File: src/sv/tbri_pkg.sv
`default_nettype none
package tbri_pkg;
    localparam int unsigned CAPACITY_DEF = 32;
    localparam int unsigned QDEPTH = 2;

    typedef enum logic [1:0] {
        K_INSERT = 2'd0,
        K_REMOVE = 2'd1,
        K_QUERY  = 2'd2,
        K_EXPIRE = 2'd3
    } t_kind;

    typedef struct packed {
        logic [1:0]  kind;
        logic [31:0] time_a;
        logic [31:0] time_b;
        logic [31:0] block_id;
    } t_in;

    typedef struct packed {
        logic        status;
        logic        has_id;
        logic [31:0] block_out;
        logic        last;
        logic [5:0]  bucket_count;
    } t_out;

    typedef enum logic [2:0] {
        S_IDLE,
        S_UPDATE,
        S_SEARCH,
        S_EMIT,
        S_COUNT,
        S_DONE
    } t_state;

    // ordered compare on (time, id)
    function automatic logic pair_less(input logic [31:0] ta, input logic [31:0] ia,
                                       input logic [31:0] tb, input logic [31:0] ib);
        pair_less = (ta < tb) || ((ta == tb) && (ia < ib));
    endfunction
endpackage
`default_nettype wire

File: src/sv/time_bucket_range_index.sv
// Channel  | Ports                          | Handshake
// command  | i_start, o_busy, i_cmd         | taken when i_start && !o_busy
// result   | o_valid, o_res                 | one-cycle strobe per result, no stall
// Insert/remove on an idle engine: queue, pop, a scan of all CAPACITY slots, then the
// pairwise recount, then the result.
// Query/expire: pop, the same recount, then one search pass per id found plus one
// final empty pass; ids leave one pass late so the final one can carry last.
// Two items queue in front of the table engine; busy reflects a full queue.
// The receiver cannot stall. Reset (synchronous, active low) empties table and queue.
`default_nettype none
module time_bucket_range_index #(
    parameter int unsigned CAPACITY = tbri_pkg::CAPACITY_DEF
) (
    input  wire logic          i_clk,
    input  wire logic          i_rst_n,
    input  wire logic          i_start,
    input  wire tbri_pkg::t_in i_cmd,
    output logic               o_busy,
    output logic               o_valid,
    output tbri_pkg::t_out     o_res
);
    logic          full, avail, pop, idle;
    tbri_pkg::t_in item;

    assign o_busy = full;

    tbri_front u_front (
        .i_clk(i_clk), .i_rst_n(i_rst_n), .i_push(i_start), .i_item(i_cmd),
        .o_full(full), .i_pop(pop), .o_avail(avail), .o_item(item)
    );

    tbri_back #(.CAPACITY(CAPACITY)) u_back (
        .i_clk(i_clk), .i_rst_n(i_rst_n), .i_avail(avail), .i_item(item),
        .o_pop(pop), .o_idle(idle), .o_valid(o_valid), .o_res(o_res)
    );

    a_status: assert property (@(posedge i_clk) disable iff (!i_rst_n)
        o_valid && o_res.status |-> o_res.last && !o_res.has_id)
        else $error("status set on non-final result");
    a_count: assert property (@(posedge i_clk) disable iff (!i_rst_n)
        o_valid |-> o_res.bucket_count <= 6'(CAPACITY))
        else $error("bucket count out of range");
    a_pop: assert property (@(posedge i_clk) disable iff (!i_rst_n)
        pop |-> idle && avail)
        else $error("pop while engine busy");
endmodule
`default_nettype wire

File: src/sv/tbri_front.sv
`default_nettype none
// Accepts items into a small queue; back end pops them.
module tbri_front (
    input  wire logic          i_clk,
    input  wire logic          i_rst_n,
    input  wire logic          i_push,
    input  wire tbri_pkg::t_in i_item,
    output logic               o_full,
    input  wire logic          i_pop,
    output logic               o_avail,
    output tbri_pkg::t_in      o_item
);
    tbri_pkg::t_in r_q [tbri_pkg::QDEPTH];
    logic          r_wp, r_rp;
    logic [1:0]    r_cnt;

    assign o_full  = (r_cnt == 2'(tbri_pkg::QDEPTH));
    assign o_avail = (r_cnt != 2'd0);
    assign o_item  = r_q[r_rp];

    always_ff @(posedge i_clk) begin
        if (i_push && !o_full) begin
            r_q[r_wp] <= i_item;
        end
        if (!i_rst_n) begin
            r_wp <= 1'b0;
            r_rp <= 1'b0;
            r_cnt <= 2'd0;
        end else begin
            if (i_push && !o_full) begin
                r_wp <= ~r_wp;
            end
            if (i_pop && o_avail) begin
                r_rp <= ~r_rp;
            end
            r_cnt <= r_cnt + 2'(i_push && !o_full) - 2'(i_pop && o_avail);
        end
    end
endmodule
`default_nettype wire

File: src/sv/tbri_back.sv
`default_nettype none
// Table engine. Insert/remove: one scan for match/free slot, then a recount.
// Query/expire: recount of the surviving entries first, then one search pass per
// id; each id is held for one pass so the final one can carry last.
module tbri_back #(
    parameter int unsigned CAPACITY = tbri_pkg::CAPACITY_DEF
) (
    input  wire logic          i_clk,
    input  wire logic          i_rst_n,
    input  wire logic          i_avail,
    input  wire tbri_pkg::t_in i_item,
    output logic               o_pop,
    output logic               o_idle,
    output logic               o_valid,
    output tbri_pkg::t_out     o_res
);
    localparam int unsigned IW = (CAPACITY > 1) ? $clog2(CAPACITY) : 1;
    localparam int unsigned CW = $clog2(CAPACITY + 1);

    logic [CAPACITY-1:0] r_valid, n_valid;
    logic [31:0]         r_time [CAPACITY];
    logic [31:0]         r_id   [CAPACITY];

    tbri_pkg::t_state r_st, n_st;
    tbri_pkg::t_in    r_op, n_op;
    logic [IW-1:0]    r_i, n_i;          // scan index
    logic [CAPACITY-1:0] r_done, n_done; // already emitted this op
    logic             r_fnd, n_fnd;
    logic [IW-1:0]    r_fi, n_fi;
    logic [31:0]      r_bt, n_bt;        // best pair of the current search pass
    logic [31:0]      r_bid, n_bid;
    logic             r_fre, n_fre;
    logic [IW-1:0]    r_fr, n_fr;
    logic             r_stat, n_stat;
    logic             r_pend, n_pend;    // held id waiting for the next pass
    logic [31:0]      r_pid, n_pid;
    logic [IW-1:0]    r_j, n_j;          // count inner index
    logic [CW-1:0]    r_cnt, n_cnt;
    logic             r_seen, n_seen;
    logic             r_ov, n_ov;
    tbri_pkg::t_out   r_res, n_res;
    logic             n_wr;

    logic [31:0] ti, ii, tj;
    logic        vi, mt, last_i, exp_op, kept_i, kept_j;
    assign ti = r_time[r_i];
    assign ii = r_id[r_i];
    assign tj = r_time[r_j];
    assign vi = r_valid[r_i] && !r_done[r_i];
    assign last_i = (r_i == IW'(CAPACITY - 1));
    assign exp_op = (r_op.kind == tbri_pkg::K_EXPIRE);
    // expiry counts only the entries that survive it
    assign kept_i = r_valid[r_i] && !(exp_op && (ti < r_op.time_a));
    assign kept_j = r_valid[r_j] && !(exp_op && (tj < r_op.time_a));
    always_comb begin
        if (r_op.kind == tbri_pkg::K_QUERY) begin
            mt = vi && (ti >= r_op.time_a) && (ti <= r_op.time_b);
        end else begin
            mt = vi && (ti < r_op.time_a);
        end
    end

    assign o_pop   = (r_st == tbri_pkg::S_IDLE) && i_avail;
    assign o_idle  = (r_st == tbri_pkg::S_IDLE);
    assign o_valid = r_ov;
    assign o_res   = r_res;

    always_comb begin
        n_st = r_st; n_op = r_op; n_i = r_i; n_done = r_done; n_fnd = r_fnd;
        n_fi = r_fi; n_bt = r_bt; n_bid = r_bid; n_fre = r_fre; n_fr = r_fr;
        n_stat = r_stat; n_pend = r_pend; n_pid = r_pid; n_j = r_j; n_cnt = r_cnt;
        n_seen = r_seen; n_valid = r_valid; n_ov = 1'b0; n_res = r_res; n_wr = 1'b0;
        case (r_st)
            tbri_pkg::S_IDLE: begin
                if (i_avail) begin
                    n_op = i_item; n_i = '0; n_done = '0; n_fnd = 1'b0; n_fre = 1'b0;
                    n_stat = 1'b0; n_pend = 1'b0; n_pid = '0;
                    n_j = '0; n_cnt = '0; n_seen = 1'b0;
                    n_st = (i_item.kind == tbri_pkg::K_INSERT ||
                            i_item.kind == tbri_pkg::K_REMOVE) ?
                           tbri_pkg::S_UPDATE : tbri_pkg::S_COUNT;
                end
            end
            tbri_pkg::S_UPDATE: begin
                if (r_valid[r_i]) begin
                    if (ti == r_op.time_a && ii == r_op.block_id) begin
                        n_fnd = 1'b1; n_fi = r_i;
                    end
                end else if (!r_fre) begin
                    n_fre = 1'b1; n_fr = r_i;
                end
                n_i = r_i + IW'(1);
                if (last_i) begin
                    n_i = '0;
                    if (r_op.kind == tbri_pkg::K_INSERT) begin
                        if (!n_fnd) begin
                            if (n_fre) begin
                                n_valid[n_fr] = 1'b1; n_wr = 1'b1;
                            end else begin
                                n_stat = 1'b1;
                            end
                        end
                    end else if (n_fnd) begin
                        n_valid[n_fi] = 1'b0;
                    end
                    n_st = tbri_pkg::S_COUNT;
                end
            end
            tbri_pkg::S_COUNT: begin
                // slot i counts if kept and no earlier kept slot j has same time
                if (r_j == r_i) begin
                    if (kept_i && !r_seen) n_cnt = r_cnt + CW'(1);
                    n_seen = 1'b0; n_j = '0;
                    n_i = r_i + IW'(1);
                    if (last_i) begin
                        n_i = '0;
                        n_fnd = 1'b0;
                        n_st = (r_op.kind == tbri_pkg::K_INSERT ||
                                r_op.kind == tbri_pkg::K_REMOVE) ?
                               tbri_pkg::S_DONE : tbri_pkg::S_SEARCH;
                    end
                end else begin
                    if (kept_j && tj == ti) n_seen = 1'b1;
                    n_j = r_j + IW'(1);
                end
            end
            tbri_pkg::S_SEARCH: begin
                // find minimal matching pair not yet emitted
                if (mt && (!r_fnd || tbri_pkg::pair_less(ti, ii, r_bt, r_bid))) begin
                    n_fnd = 1'b1; n_fi = r_i; n_bt = ti; n_bid = ii;
                end
                n_i = r_i + IW'(1);
                if (last_i) begin
                    n_i = '0;
                    n_st = tbri_pkg::S_EMIT;
                end
            end
            tbri_pkg::S_EMIT: begin
                if (r_fnd) begin
                    if (r_pend) begin
                        n_ov = 1'b1;
                        n_res = '{status: 1'b0, has_id: 1'b1, block_out: r_pid,
                                  last: 1'b0, bucket_count: 6'(r_cnt)};
                    end
                    n_pend = 1'b1; n_pid = r_bid;
                    n_done[r_fi] = 1'b1;
                    if (exp_op) begin
                        n_valid[r_fi] = 1'b0;
                    end
                    n_fnd = 1'b0;
                    n_st = tbri_pkg::S_SEARCH;
                end else begin
                    n_st = tbri_pkg::S_DONE;
                end
            end
            tbri_pkg::S_DONE: begin
                n_ov = 1'b1;
                n_res = '{status: r_stat, has_id: r_pend, block_out: r_pid,
                          last: 1'b1, bucket_count: 6'(r_cnt)};
                n_st = tbri_pkg::S_IDLE;
            end
            default: n_st = tbri_pkg::S_IDLE;
        endcase
    end

    always_ff @(posedge i_clk) begin
        if (n_wr) begin
            r_time[n_fr] <= r_op.time_a;
            r_id[n_fr]   <= r_op.block_id;
        end
        r_op <= n_op; r_i <= n_i; r_done <= n_done; r_fnd <= n_fnd; r_fi <= n_fi;
        r_bt <= n_bt; r_bid <= n_bid;
        r_fre <= n_fre; r_fr <= n_fr; r_stat <= n_stat;
        r_pend <= n_pend; r_pid <= n_pid; r_j <= n_j; r_cnt <= n_cnt;
        r_seen <= n_seen; r_res <= n_res;
        if (!i_rst_n) begin
            r_st <= tbri_pkg::S_IDLE;
            r_valid <= '0;
            r_ov <= 1'b0;
        end else begin
            r_st <= n_st;
            r_valid <= n_valid;
            r_ov <= n_ov;
        end
    end
endmodule
`default_nettype wire
File: config.mk
export PLATFORM = sky130hd
export DESIGN_NAME = time_bucket_range_index
export DESIGN_NICKNAME = d
export VERILOG_FILES = /design/src/sv/tbri_pkg.sv /design/src/sv/time_bucket_range_index.sv /design/src/sv/tbri_front.sv /design/src/sv/tbri_back.sv
export SDC_FILE = /design/constraint.sdc
export NUM_CORES = 2
export LEC_CHECK = 0
export BUFFER_PORTS_ARGS = -buffer_cell sky130_fd_sc_hd__buf_2
export CAP_MARGIN = 25
export CORE_ASPECT_RATIO = 0.9
export CORE_MARGIN = 5
export CORE_UTILIZATION = 44
export CTS_CLUSTER_SIZE = 20
export DETAILED_ROUTE_END_ITERATION = 12
export PLACE_DENSITY_LB_ADDON = 0.15
export SKIP_CTS_REPAIR_TIMING = 1
export SYNTH_ARGS = -nofsm -noshare
export SYNTH_HDL_FRONTEND = slang
export SYNTH_SLANG_ARGS = --single-unit
export TNS_END_PERCENT = 5
File: constraint.sdc
create_clock -name i_clk -period 13.8 [get_ports i_clk]
set_input_delay 1.38 -clock i_clk [delete_from_list [all_inputs] [get_ports i_clk]]
set_output_delay 1.38 -clock i_clk [all_outputs]
set_load 0.005 [all_outputs]
==> run metrics <==
antenna viol nets, final=0; final setup fails=0; final-layout fill cell count=20651; relative slew slack=0.237; pwr dens=222 nW/um2; area occupied by multi-input gates=33600 um2; met2 WL post-DR=153000 um; Vias/cell=6.38; Synth top area share=0.675; Ports=144; chip width=544 um; clock root buffer=clkbuf_16; Synth Area in Simple Gates=0.0367; Synth Area in XOR/XNOR=0.00474; H-tree depth=5; post-synth top area cell=edfxtp_1; Post-synth EDFFs=2537; slowest stage cell, crit path=nand3_1; register area=77300 um2; first-pass GRT wire length=483000 um; length of routed wiring on met1=146000 um; endpoint class of the critical path=flop; worst-path fanout max=69; Max Buffers Root-to-Sink=4; Setup CP Type=flop to flop; total wire length=345000 um; Critical Path AT=9.36 ns; layout cells sized above 1=0.293; post-synthesis register bit count=2593; initial antenna violation count=20; area of the core=255000 um2; post-route clock period utilization=0.646; kind of cell adding the most delay to the critical path=simple AND/OR/NAND/NOR gates; vias in the first global route=61360; Synth Flop Type=edfxtp_1; largest cells by area after synthesis=edfxtp_1 (68%), mux4_2 (17%), ha_1 (1.8%); Max Freq=112 MHz; VDD IR max=166 uV; Mean Syn Cell Area=19.1 um2; Nets=6471; WL per Instance=35.1 um; Buf/Inv on CP=4; Top Metal Used=met5; Adder-Cell Fraction of Synth Area=0.0182; vias=62672; drc violations=0; CP cell instances=buf_12, mux4_2, mux4_2, nand2_1, nand2_1, ha_1, and4_1, nand3_1, or3_1, or4_1, o21bai_1, nand4b_1, or4_1, buf_4, nand2b_1, nand3_1, nor2_4, buf_4, buf_4; Seq/Total Area, Yosys=0.685; Max Slew Vio Count=0; Placement Setup Slack=4.86 ns; RePlAce Congestion=0.888; row cnt=176; largest family of logic cells by synthesized area=multiplexers; DR iter-0 viols=8416; area grow syn2layout=13.3%; CTS tree=done; Worst-Skew Late Latency=0.87 ns; multiplexer area fraction after synthesis=0.201; Synth Area in Compound Gates=0.0338; fraction of registers with async set/reset=0; Die ar.=267000 um2; Cell variety after synth=73; largest net degree at the start of global routing=134; Critical Path Start Type=flop; worst path required time=14.24 ns; Hold Path Class=flop to flop; DP HPWL=209000 um; most frequent CP cell=buf_4; clock-pin slew on the worst setup and hold paths=0.06 ns; Post-Syn Instances=5891; Starting Density=0.442; die height=490 um; P_leak=0.0411 uW; status=completed; slowest stage delay, CP=0.72 ns; CTS sink cnt=2593; Worst Skew=0.0447 ns; RSZ-0062 raised after global routing=false; Num CTS Buffers=286; Port Buffers=143; gr usage total=0.255; Yosys Warn Count=0; routed wl met3=36900 um; Worst Tran Pin Value=1.14 ns; Max-Cap Viols=0; cell area after synthesis=113000 um2; Congestion Overflow GR=0; drt pass-1 iters=8; syn nets=6156; Worst Setup Slack, final=4.89 ns; Final Hold Fails=0; Final TNS setup=0 ns; Final min period=8.91 ns
path summary, 6_finish.rpt:
kind	start	end	slack, ns	depth (start not counted)
setup / recovery	flop	u_back.r_time[19][14]	4.89	19
hold / removal	u_back.r_pid[18]	u_back.o_res[25]	0.42	0
setup reg to reg	flop	u_back.r_time[19][14]	4.89	19
hold reg to reg	u_back.r_pid[18]	u_back.o_res[25]	0.42	0
final cells by class:
type	count	area share
Tap cell	3382	0.0331
Inverter	153	0.00457
Clock buffer	329	0.0592
Clock inverter	180	0.0135
Timing Repair Buffer	371	0.0219
Sequential cell	2593	0.605
Antenna cell	7	0.000137
Multi-Input combinational cell	2801	0.263
cells by family (layout without fill, tap and decap cells):
logic type / after synthesis / after routing
flops: 2593 / 2593
mux: 1182 / 1182
simple gates: 850 / 850
compound gates: 544 / 544
buf+inv: 497 / 1033
fa+ha+maj: 164 / 164
xor+xnor: 61 / 61
other cells: 0 / 7
report_power, final:
| part | switching [uW] | leakage [uW] | internal, uW |
|---|---|---|---|
| logic | 6490 | 0.0132 | 3860 |
| registers | 368 | 0.0234 | 10000 |
| clock network | 3180 | 0.00450 | 4470 |
Yosys cell counts (56+ instances only):
cell type and instances:
nor2_1 240, a22oi_1 59, a21o_1 60, o21ai_0 73, dfxtp_1 56, clkbuf_1 193
a21oi_1 70, edfxtp_1 2537, mux2_2 161, inv_1 149, nand3_1 131, ha_1 164
nand2_1 189, mux2i_1 167, o22ai_1 56, mux4_2 854
per-stage QoR:
step | power [uW] | hold WS [ns] | utilization | area (um2) | std cells
after detailed placement | 20800 | 0.405 | 0.464 | 118000 | 9293
after floorplan | 16800 | 0.400 | - | 113000 | 5891
after CTS | 28500 | 0.418 | 0.500 | 128000 | 9802
after global placement | 20700 | 0.401 | 0.463 | 118000 | 9282
final | 28400 | 0.417 | 0.500 | 128000 | 9816
after global routing | 29500 | 0.422 | 0.500 | 128000 | 9810
metal layers:
layer  up-vias  track usage
met5         -            0
met4        10       0.0583
met3       486       0.0615
met2      3509        0.376
met1     33499        0.386
li1      25168            -
worst register-to-register path, stage by stage (launching register included):
cell	delay, ns
dfxtp_4	0.65
buf_12	0.48
mux4_2	0.78
mux4_2	0.53
nand2_1	0.10
nand2_1	0.25
ha_1	0.41
and4_1	0.21
nand3_1	0.23
or3_1	0.52
or4_1	0.70
o21bai_1	0.26
nand4b_1	0.20
or4_1	0.63
buf_4	0.30
nand2b_1	0.38
nand3_1	0.73
nor2_4	0.28
buf_4	0.35
buf_4	0.46
sequential cells by signal, summed over array words and instances (netlist names), 2 cells and up, named ones only:
signal / flops
u_back.o_res: 41
u_back.r_bid: 32
u_back.r_bt: 32
u_back.r_cnt: 6
u_back.r_done: 32
u_back.r_fi: 5
u_back.r_fr: 5
u_back.r_i: 5
u_back.r_id: 1024
u_back.r_j: 5
u_back.r_op: 98
u_back.r_pid: 32
u_back.r_st: 3
u_back.r_time: 1024
u_back.r_valid: 32
u_front.r_cnt: 2
u_front.r_q: 196
layout by cell type, fill, tap and decap left out, types with 14 or more instances in the layout:
master	instances
o21ai_0	73
nor2_4	34
clkbuf_16	297
nor3_1	54
clkinv_2	44
clkbuf_1	31
bufinv_16	28
xor2_1	40
a21oi_1	70
buf_12	22
a22oi_1	59
buf_2	145
clkinv_1	66
and4_1	14
a221oi_1	16
nor2b_1	35
edfxtp_1	2537
inv_1	148
and2_1	22
o21bai_1	35
nand4_1	37
nor2_1	205
a21o_1	60
nand3_1	131
buf_4	198
dfxtp_1	45
a41oi_1	32
mux2_2	161
nand2_1	186
a22o_1	18
clkinvlp_4	22
o31ai_1	40
ha_1	164
o22ai_1	56
nand2b_1	34
mux2i_1	167
a31oi_1	18
xnor2_1	21
o221ai_1	16
mux4_2	854
Note: power is estimated with default switching activity, not from simulation.
